**src/ruci_pkg.sv**
```systemverilog
// ----------------------------------------------------------------------------
// ruci_pkg
// Shared constants, tables, types and helpers of the ray and unit cube
// intersection pipeline.
// ----------------------------------------------------------------------------
package ruci_pkg;

	localparam int COORD_FRAC_BITS = 12;
	localparam int F      = COORD_FRAC_BITS;
	localparam int HALF   = 1 << (F - 1);
	localparam int IN_W   = 16;
	localparam int DEN_W  = 16;
	localparam int NUM_W  = ((F > 16) ? F : 16) + 1;
	localparam int PD_W   = NUM_W + IN_W;
	localparam int PN_W   = IN_W + DEN_W + 1;
	localparam int X_W    = NUM_W - 1 + DEN_W;
	localparam int V_W    = NUM_W + IN_W + 1;
	localparam int T_FRAC = 12;
	localparam int T_W    = 24;
	localparam int DQ_W   = NUM_W + 12;
	localparam int DVS_W  = DEN_W + 1;
	localparam int REM_W  = DVS_W + DQ_W;
	localparam int CRD_W  = F + 3;
	localparam int NFACE  = 6;

	localparam logic [T_W-1:0] T_MAX = '1;

	localparam logic [2:0] FACE_POS_Y = 3'd0;
	localparam logic [2:0] FACE_NEG_Y = 3'd1;
	localparam logic [2:0] FACE_POS_Z = 3'd2;
	localparam logic [2:0] FACE_NEG_Z = 3'd3;
	localparam logic [2:0] FACE_POS_X = 3'd4;
	localparam logic [2:0] FACE_NEG_X = 3'd5;

	// Axis of each face (0 x, 1 y, 2 z) and whether it is the positive face.
	localparam int FACE_AXIS [NFACE] = '{1, 1, 2, 2, 0, 0};
	localparam bit FACE_UP [NFACE] = '{1'b1, 1'b0, 1'b1, 1'b0, 1'b1, 1'b0};
	// Indexed by face axis, then by other axis: set for a strict bound.
	localparam bit STRICT [3][3] = '{'{1'b0, 1'b0, 1'b1}, '{1'b1, 1'b0, 1'b1},
		'{1'b0, 1'b0, 1'b0}};

	typedef struct packed {
		logic [NFACE-1:0] hit;
		logic [NFACE-1:0][NFACE-1:0] ahead;
		logic [NFACE-1:0][NUM_W-2:0] num;
		logic [2:0][DEN_W-1:0] den;
		logic [NFACE-1:0][2:0][V_W-1:0] v;
	} cand_t;

	typedef struct packed {
		logic hv;
		logic last;
		logic [2:0] face;
		logic [DVS_W-1:0] dvs;
		logic [3:0][REM_W-1:0] rem;
		logic [3:0][DQ_W-1:0] q;
	} div_rec_t;

	function automatic logic [15:0] sat16(input logic signed [31:0] v);
		logic [15:0] r;
		if (v > 32'sd32767) begin
			r = 16'h7fff;
		end else if (v < -32'sd32768) begin
			r = 16'h8000;
		end else begin
			r = v[15:0];
		end
		return r;
	endfunction

endpackage

```
**src/ruci_serial.sv**
```systemverilog
// ----------------------------------------------------------------------------
// ruci_serial
// Ranks the hit faces of one ray by t and hands them out one per cycle while
// en is high, building the dividends for the divider pipeline.
// ----------------------------------------------------------------------------
module ruci_serial (
	input  logic clk,
	input  logic arst_n,
	input  logic en,
	input  logic vld_s4,
	input  ruci_pkg::cand_t cand_s4,
	output logic adv,
	output logic rec_vld,
	output ruci_pkg::div_rec_t rec
);

	logic ser_vld_q;
	logic [2:0] idx_q;
	logic [2:0] n_q;
	logic [2:0] rank_q [ruci_pkg::NFACE];
	ruci_pkg::cand_t c_q;

	logic [2:0] rank_c [ruci_pkg::NFACE];
	logic [2:0] n_c;
	logic last_now;

	always_comb begin
		n_c = '0;
		for (int f = 0; f < ruci_pkg::NFACE; f++) begin
			n_c = n_c + 3'(cand_s4.hit[f]);
			rank_c[f] = '0;
			for (int g = 0; g < ruci_pkg::NFACE; g++) begin
				rank_c[f] = rank_c[f] + 3'(cand_s4.hit[g] && cand_s4.ahead[f][g]);
			end
		end
	end

	assign last_now = (n_q == 3'd0) || (idx_q == 3'(n_q - 3'd1));
	assign adv = en && (!ser_vld_q || last_now);
	assign rec_vld = ser_vld_q;

	always_ff @(posedge clk or negedge arst_n) begin
		if (!arst_n) begin
			ser_vld_q <= 1'b0;
			idx_q <= '0;
		end else if (adv) begin
			ser_vld_q <= vld_s4;
			idx_q <= '0;
		end else if (ser_vld_q && en) begin
			idx_q <= idx_q + 3'd1;
		end
	end

	always_ff @(posedge clk) begin
		if (adv) begin
			c_q <= cand_s4;
			n_q <= n_c;
			for (int f = 0; f < ruci_pkg::NFACE; f++) begin
				rank_q[f] <= rank_c[f];
			end
		end
	end

	always_comb begin
		logic [2:0] pf;
		logic [ruci_pkg::NUM_W-2:0] pnum;
		logic [ruci_pkg::DEN_W-1:0] pden;
		logic [ruci_pkg::V_W-1:0] pv [3];
		pf = '0;
		pnum = '0;
		pden = '0;
		for (int k = 0; k < 3; k++) begin
			pv[k] = '0;
		end
		for (int f = 0; f < ruci_pkg::NFACE; f++) begin
			if (c_q.hit[f] && (rank_q[f] == idx_q)) begin
				pf = 3'(f);
				pnum = c_q.num[f];
				pden = c_q.den[ruci_pkg::FACE_AXIS[f]];
				for (int k = 0; k < 3; k++) begin
					pv[k] = c_q.v[f][k];
				end
			end
		end
		rec.hv = (n_q != 3'd0);
		rec.last = last_now;
		rec.face = pf;
		rec.dvs = {pden, 1'b0};
		rec.q = '0;
		rec.rem[0] = (ruci_pkg::REM_W'(pnum) << (ruci_pkg::T_FRAC + 1)) +
			ruci_pkg::REM_W'(pden);
		for (int k = 0; k < 3; k++) begin
			rec.rem[k + 1] = (ruci_pkg::REM_W'($signed(pv[k])) << 1) +
				(ruci_pkg::REM_W'(pden) << ruci_pkg::F) +
				(ruci_pkg::REM_W'(pden) << 1) + ruci_pkg::REM_W'(pden);
		end
	end

endmodule

```
**config.mk**
```make
export PLATFORM = sky130hd
export DESIGN_NAME = ruci_serial
export DESIGN_NICKNAME = d
export VERILOG_FILES = /design/src/ruci_pkg.sv /design/src/ruci_serial.sv
export SDC_FILE = /design/constraint.sdc
export NUM_CORES = 1
export LEC_CHECK = 0
export BUFFER_PORTS_ARGS = -buffer_cell sky130_fd_sc_hd__buf_4
export CORE_AREA = 2 2 437 439
export CTS_CLUSTER_DIAMETER = 120
export CTS_CLUSTER_SIZE = 30
export DETAILED_ROUTE_END_ITERATION = 8
export DIE_AREA = 0 0 439 441
export GPL_TIMING_DRIVEN = 0
export PLACE_DENSITY_LB_ADDON = 0.3
export SKIP_LAST_GASP = 1
export SLEW_MARGIN = 20
export SYNTH_ARGS = -nofsm -noshare
export SYNTH_HDL_FRONTEND = slang
export SYNTH_SLANG_ARGS = --single-unit
```
**constraint.sdc**
```tcl
create_clock -name clk -period 30.6 [get_ports clk]
set_clock_uncertainty 0.05 [all_clocks]
set_input_delay 1.53 -clock clk [delete_from_list [all_inputs] [get_ports clk]]
set_output_delay 1.53 -clock clk [all_outputs]
set_load 0.1 [all_outputs]
```
==> impl_metrics.ini, run 1 <==
[clocking]
htreeDepth = 2
clkTransAtPathRegs_ns = 0.11
ctsResizeCount = 0
hold_buffers = 0
cts_buffers = 38
root_buffer = clkbuf_16
worstSkewPairLatency_ns = 0.68
clock_sinks = 787
postCtsSetupBuffers = 0
cts_tree = done
cts_max_path_buffers = 3

[worst_setup_path]
start_kind = register
cp_max_fo = 10
critPathSlowestCell = clkbuf_1
worstPathArrival_ns = 11.17
cp-end-kind = output pin
crit_top_cell = o21ai_0
cp_top_family = compound AO/OA/AOI/OAI gates
slowest_delay_ns = 0.77
worstSetupPathType = register to output pin
required_ns = 29.02
critPathBufInv = 8

[finish]
drive_gt1_frac = 0.312
mostFrequentLayoutCells = buf_4 (1172), edfxtp_1 (783), nand2_1 (224)
fin_area_um2 = 51800
finalNetCount = 5228
stdcell_count = 6699
final_util = 0.274
syn_to_final_growth_pct = 34.0
mostFrequentLayoutCell = buf_4

[synth]
synth_compound_area_frac = 0.132
synthAdderAreaFrac = 0.102
synth_edf_count = 783
synth_async_sr_flop_share = 0.00508
syn_area_um2 = 38700
synth.avg_cell_area_um2 = 13.1
muxShareOfSynthArea = 0.000550
synth_simple_gate_area_frac = 0.0692
synthFlopType = edfxtp_1
yosys_register_bits = 787
synth.distinct_cells = 73
syn_inst = 2962
ys_seq_area_frac = 0.611
synth_top_family_by_area = compound AO/OA/AOI/OAI gates
synth_xor_area_frac = 0.0270
yosys_warnings = 0

[routing]
drt-initial-drc-count = 2400
drc = 0
vias = 28700
vias_per_cell = 4.28
routed_wl_um = 182000
ant_nets = 0
dr.pass1.iters = 5
post_drt_wl_per_cell_um = 27.1

[sta]
worst_pin_slew_ns = 1.17
final.min_clock_period_ns = 12.75
rsz0062_at_grt = false
fin_crit_sh = 0.417
max_slew_margin = 0.220
slew_viol_final = 0
setup_viol = 0
final_hold_viol_count = 0
max_freq_ghz = 0.0784

[global_route]
grt_pass1_wl_um = 236000
use_met3 = 0.0338
antenna_found_initial = 32
grt_max_degree = 58
grtUsageTotal = 0.180
gr-total-overflow = 0
grt_pass1_vias = 28300
grt_use_met2 = 0.327
met1_usage = 0.208
busiest_layer = met2

[placed_design]
placed_cell_area_um2 = 50500
hpwl_um = 152000
io_buffers = 992
place.gp.congestion = 0.880
placed_cells = 6626

[outcome]
outcome = completed

[hold_path]
hp-class = register to register

[floorplanning]
pin_count = 1126
core_um2 = 189000
die_w_um = 439
rows = 160
initial_core_util = 0.204
fp.dieArea_um2 = 194000
die_h_um = 441

[flow_run]
maxCapViolations = 0
[final timing paths]
path	to	slack, ns	startpoint	cells after the start
setup / recovery	rec[206]	17.85	idx_q[1]	26
max in group asynchronous	idx_q[2]	29.83	arst_n	1
hold / removal	rec_vld	0.51	rec_vld	1
hold reg to reg	rec_vld	0.51	rec_vld	1
min in group asynchronous	rec_vld	0.58	arst_n	1
setup reg to reg	c_q[72]	26.08	n_q[0]	14
[worst reg2reg max path, cell delays in order (launching register included)]
cell	delay, ns
edfxtp_1	0.42
inv_1	0.10
ha_1	0.24
xnor2_1	0.13
o31a_1	0.33
nand2_1	0.11
and2_4	0.25
buf_16	0.30
buf_16	0.32
buf_16	0.32
buf_16	0.31
buf_16	0.28
buf_12	0.34
buf_16	0.29
buf_16	0.36
[metal layers]
metal / part of all wire / up-vias / wire [µm]
li1: - / 13200 / -
met1: 0.38 / 14100 / 69700
met2: 0.52 / 1122 / 93800
met3: 0.058 / 214 / 10500
met4: 0.042 / 4 / 7660
met5: 0.00014 / - / 25
[stage by stage]
step | hold WS [ns] | TNS, ns | setup slack, ns
2_1_floorplan | 0.530 | 0 | 8.00
3_3_place_gp | 0.480 | -1.24 | -1.24
3_5_place_dp | 0.484 | 0 | 18.60
4_1_cts | 0.512 | 0 | 17.79
5_1_grt | 0.529 | 0 | 17.44
6_report | 0.510 | 0 | 17.85
[cell type report]
class / instances / area [µm²]
Antenna cell: 16 / 40.0
Buffer: 312 / 1860
Clock buffer: 41 / 983
Clock inverter: 16 / 283
Fill cell: 19700 / 137000
Inverter: 118 / 443
Multi-Input combinational cell: 1877 / 13300
Sequential cell: 787 / 23600
Tap cell: 2511 / 3140
Timing Repair Buffer: 1021 / 8140
[cell families (layout without fill, tap and decap cells)]
logic type,Yosys count,in the layout
other,1,149
multiplexers,2,2
adder cells (fa/ha/maj),271,271
AO/OA/AOI/OAI,748,748
AND/OR/NAND/NOR,604,604
flip-flops,787,787
buffers and inverters,430,1508
XOR/XNOR,119,119
[Yosys cell counts, drive strengths merged (7+ instances only)]
cell type | n | share of area
a211oi | 18 | 0.0036
a21o | 51 | 0.0099
a21oi | 120 | 0.016
a221oi | 115 | 0.026
a22oi | 17 | 0.0033
a31oi | 10 | 0.0016
and2 | 27 | 0.0044
and4 | 7 | 0.0016
buf | 203 | 0.037
clkbuf | 109 | 0.011
edfxtp | 783 | 0.61
fa | 73 | 0.038
ha | 198 | 0.064
inv | 118 | 0.011
nand2 | 224 | 0.022
nand2b | 19 | 0.0031
nand3 | 29 | 0.0038
nand4 | 8 | 0.0013
nor2 | 223 | 0.022
nor2b | 12 | 0.0019
nor3 | 28 | 0.0039
o211ai | 11 | 0.0021
o21a | 18 | 0.0035
o21ai | 221 | 0.029
o21bai | 8 | 0.0016
o22a | 8 | 0.0018
o22ai | 11 | 0.0018
o311ai | 88 | 0.020
xnor2 | 80 | 0.018
xor2 | 39 | 0.0088
[sequential cells by signal (all words and copies together), names as in the netlist]
| signal | cells |
|---|---|
| rank_q | 18 |
| c_q | 762 |
| n_q | 3 |
| rec_vld | 1 |
| idx_q | 3 |
Power of run 1 is left out: the tool's default activity adds up to more than one toggle a clock period on the data nets, which glitch-free logic cannot reach.
==> inputs of run 2 (changes only) <==
clock period = 10.76 ns   (was 30.6 ns; I/O delays follow)
==> run 2 against run 1 <==
Routed wire length increased by 3.1%. Critical path type unchanged. Non-clock buffer count increased by 765. Sequential cell count unchanged. Core utilization increased by 4.1 points. Worst hold slack got worse by 0.46 ns. Sequential share of layout area decreased by 5.9 points. Count of clock-buffer cells in the layout increased by 7. First-iteration DRC count increased by 1.2%.
==> impl_metrics.ini, run 2 (same netlist as run 1, synthesis figures left out) <==
[clocking]
worstSkewPairLatency_ns = 0.68
cts_buffers = 38
htreeDepth = 2
cts_tree = done
clkTransAtPathRegs_ns = 0.12
clock_sinks = 787
cts_max_path_buffers = 3
root_buffer = clkbuf_16

[sta]
fin_crit_sh = 0.958
max_freq_ghz = 0.0970
final_hold_viol_count = 0
worst_pin_slew_ns = 1.16
rsz0062_at_grt = false
max_slew_margin = 0.216
slew_viol_final = 0
final.min_clock_period_ns = 10.31
setup_viol = 0
tns_ns = 0

[floorplanning]
core_um2 = 189000
die_h_um = 441
rows = 160
pin_count = 1126
die_w_um = 439
fp.dieArea_um2 = 194000
initial_core_util = 0.204

[global_route]
grtUsageTotal = 0.186
grt_pass1_wl_um = 250000
met1_usage = 0.222
use_met3 = 0.0259
grt_use_met2 = 0.334
grt_pass1_vias = 32400
antenna_found_initial = 28
busiest_layer = met2
grt_max_degree = 58
gr-total-overflow = 0

[placed_design]
place.gp.congestion = 0.864
hpwl_um = 152000
io_buffers = 992

[routing]
dr.pass1.iters = 6
vias = 32100
vias_per_cell = 4.30
drc = 0
drt-initial-drc-count = 2428
routed_wl_um = 187000
ant_nets = 0
post_drt_wl_per_cell_um = 25.1

[worst_setup_path]
critPathSlowestCell = clkbuf_1
cp-end-kind = output pin
required_ns = 10.17
start_kind = register
worstSetupPathType = register to output pin
worstPathArrival_ns = 9.72
crit_top_cell = inv_1
cp_max_fo = 10
slowest_delay_ns = 0.63
ff2ff_path_depth = 14

[finish]
drive_gt1_frac = 0.270
mostFrequentLayoutCell = buf_4
syn_to_final_growth_pct = 53.9
largest_register_ffs = 762
top_register = c_q
reg.largest.list = c_q (762), rank_q (18)
mostFrequentLayoutCells = buf_4 (1179), edfxtp_1 (783), dlygate4sd3_1 (757)
finalNetCount = 5993

[flow_run]
maxCapViolations = 0

[outcome]
outcome = completed

[hold_path]
hold_path_depth = 1
hp-class = primary input to register
[run 2: worst paths after layout]
check,from,end,slack (ns)
max,idx_q[2],rec[298],0.45
min,cand_s4[641],c_q[641],0.05
max reg2reg,n_q[0],c_q[103],6.20
min reg2reg,rec_vld,rec_vld,0.51
max in group asynchronous,arst_n,idx_q[0],10.43
min in group asynchronous,arst_n,idx_q[1],0.12
[run 2: stage by stage]
| step | setup WS [ns] | hold slack, ns | utilization | cells | cell area (µm²) |
|---|---|---|---|---|---|
| 6_report | 0.453 | 0.0513 | 0.315 | 7468 | 59500 |
| 5_1_grt | 0.0332 | 0.00968 | 0.315 | 7462 | 59500 |
| 4_1_cts | 0.0351 | 0.00843 | 0.314 | 7449 | 59400 |
| 3_5_place_dp | -0.313 | 0.295 | 0.267 | 6631 | 50500 |
| 3_3_place_gp | -1.57 | 0.291 | 0.263 | 6597 | 49800 |
| 2_1_floorplan | 1.33 | 0.192 | - | 3094 | 39200 |
[run 2: critical path, delay by kind of cell (launching register included)]
family	cells	cell delay, ns
buffers and inverters	9	2.63
and+or+nand+nor	6	2.24
AOI/OAI and AO/OA	6	2.17
adders and majority gates	3	1.31
DFF	1	0.39
xor gates and xnor gates	1	0.18
[run 2: repair_timing]
item,CTS,global route
cloned,0,0
endpoints found under the setup margin,51,34
resized for setup,19,13
endpoints found under the hold margin,761,0
hold buffers,757,0
pin swaps,1,1
buffers inserted,3,3
[run 2: cell type report]
class	count	area (µm²)
antenna	16	40.0
clock buffer	48	1010
fill	19200	130000
inverter	118	447
clock inverter	13	251
tap	2511	3140
sequential	787	23600
timing repair buffer	1789	15800
buffer	309	1870
multi-input combinational	1877	13400
[run 2: layer usage]
metal,share of wire,wire (µm),vias up
li1,-,-,14800
met1,0.39,73500,15800
met2,0.51,96100,1266
met3,0.052,9720,245
met4,0.043,8050,2
met5,0.000069,13,-
Power of run 2 is left out for the same reason.
==> inputs of run 3 (changes only) <==
GPL_TIMING_DRIVEN = not set   (was 0)
PLACE_DENSITY = 0.5   (was not set)
PLACE_DENSITY_LB_ADDON = not set   (was 0.3)
SLEW_MARGIN = not set   (was 20)
==> run 3 against run 2 <==
Sequential cell count unchanged. First-iteration DRC count shrank 11%. Die area is the same. Via count shrank 4.1%. Largest cell class unchanged.
==> impl_metrics.ini, run 3 (same netlist as run 1, synthesis figures left out) <==
[routing]
ant_nets = 0
drc = 0
dr.pass1.iters = 5
routed_wl_um = 178000
post_drt_wl_per_cell_um = 24.7
vias = 30800
vias_per_cell = 4.28
drt-initial-drc-count = 2166

[global_route]
grt_pass1_vias = 31100
gr-total-overflow = 0
grt_max_degree = 181
grtUsageTotal = 0.175
antenna_found_initial = 26
grt_pass1_wl_um = 237000

[sta]
rsz0062_at_grt = false
tns_ns = 0
slew_viol_final = 0
max_freq_ghz = 0.0985
final_hold_viol_count = 0
final.min_clock_period_ns = 10.15
fin_crit_sh = 0.944
max_slew_margin = 0.172
worst_pin_slew_ns = 1.23
setup_viol = 0

[worst_setup_path]
worstPathArrival_ns = 9.57
slowest_delay_ns = 0.75
start_kind = register
cp_max_fo = 35
worstSetupPathType = register to output pin
cp_cell_sequence = xor2_1 > or4b_1 > and2_4 > buf_4 > a221oi_1 > o311ai_0 > o21ai_0 > o21ai_0 > fa_1 > ha_1 > ha_1 > inv_1 > fa_1 > nor2b_1 > o31a_1 > o21ai_0 > o31ai_1 > a2111o_1 > a31oi_1 > o21bai_1 > buf_4 > a21oi_1 > buf_4
cp-end-kind = output pin
required_ns = 10.17
critPathSlowestCell = a21oi_1

[floorplanning]
die_h_um = 441
rows = 160
initial_core_util = 0.204
die_w_um = 439
fp.dieArea_um2 = 194000
pin_count = 1126
core_um2 = 189000

[finish]
largest_register_ffs = 762
mostFrequentLayoutCells = buf_4 (1058), edfxtp_1 (783), dlygate4sd3_1 (758)
mostFrequentLayoutCell = buf_4
stdcell_count = 7190
finalNetCount = 5717
syn_to_final_growth_pct = 48.8
drive_gt1_frac = 0.248
reg.largest.list = c_q (762), rank_q (18)
top_register = c_q

[clocking]
worstSkewPairLatency_ns = 0.67
clkTransAtPathRegs_ns = 0.11
root_buffer = clkbuf_16
cts_buffers = 40
clock_sinks = 787
cts_tree = done
cts_max_path_buffers = 3
ctsResizeCount = 0
htreeDepth = 2

[placed_design]
place.gp.congestion = 0.877
io_buffers = 992
placed_cells = 6355
hpwl_um = 138000

[outcome]
outcome = completed

[flow_run]
maxCapViolations = 0

[hold_path]
hp-class = primary input to register
==> run 3: changes by cell type in the layout (fill, tap and decap cells not counted), moves of 4 or more <==
cell | before | now
buf_4 | 1179 | 1058
buf_16 | 15 | 0
o21ai_0 | 206 | 219
buf_1 | 19 | 0
buf_2 | 6 | 0
o21ai_1 | 12 | 2
nor2_2 | 3 | 7
nor2_4 | 5 | 1
buf_12 | 12 | 4
clkbuf_2 | 23 | 0
clkbuf_1 | 91 | 0
==> run 3: layout make-up <==
class                           count  area, µm²
Antenna cell                       19       47.5
Clock buffer                       40       1000
Clock inverter                     18        357
Fill cell                       19300     132000
Inverter                          118        443
Multi-Input combinational cell   1877      13300
Sequential cell                   787      23600
Tap cell                         2511       3140
Timing Repair Buffer             1820      15600
==> run 3: worst paths after layout <==
| kind | from | end | slack, ns | cells past startpoint |
|---|---|---|---|---|
| hold / removal | cand_s4[656] | c_q[656] | 0.06 | 1 |
| min in group asynchronous | arst_n | rec_vld | 0.16 | 2 |
| setup / recovery | idx_q[1] | rec[248] | 0.61 | 23 |
| max in group asynchronous | arst_n | idx_q[1] | 10.39 | 2 |
| hold reg to reg | rec_vld | rec_vld | 0.55 | 1 |
| setup reg to reg | n_q[0] | c_q[653] | 6.58 | 8 |
==> run 3: worst max-delay path: cells and delay by family, from the launching register on <==
kind            cells  cell delay [ns]
flops               1             0.64
simple gates        3             1.44
fa+ha+maj           4             1.25
buf+inv             4             1.15
compound gates     11             4.00
xor+xnor            1             0.37
==> run 3: through the flow <==
stage | setup slack (ns) | util | instance area (µm²) | hold slack (ns)
floorplan | 1.33 | - | 39200 | 0.192
global placement | 1.40 | 0.257 | 48500 | 0.292
detailed placement | 1.26 | 0.257 | 48500 | 0.291
CTS | 0.458 | 0.304 | 57500 | 0.00399
global route | 0.0869 | 0.304 | 57500 | 0.0108
finish | 0.607 | 0.304 | 57500 | 0.0582
==> run 3: repair_timing <==
action	CTS	global route
hold buffers	758	0
setup buffers	0	0
endpoints found under the hold margin	761	0
==> run 3: layer usage <==
| layer | GRT usage | up-vias | share of wire |
|---|---|---|---|
| met4 | 0.0677 | 0 | 0.043 |
| met3 | 0.0260 | 217 | 0.048 |
| li1 | - | 14200 | - |
| met2 | 0.318 | 1206 | 0.52 |
| met5 | 0 | - | 0 |
| met1 | 0.207 | 15200 | 0.39 |
Power of run 3 is left out for the same reason.
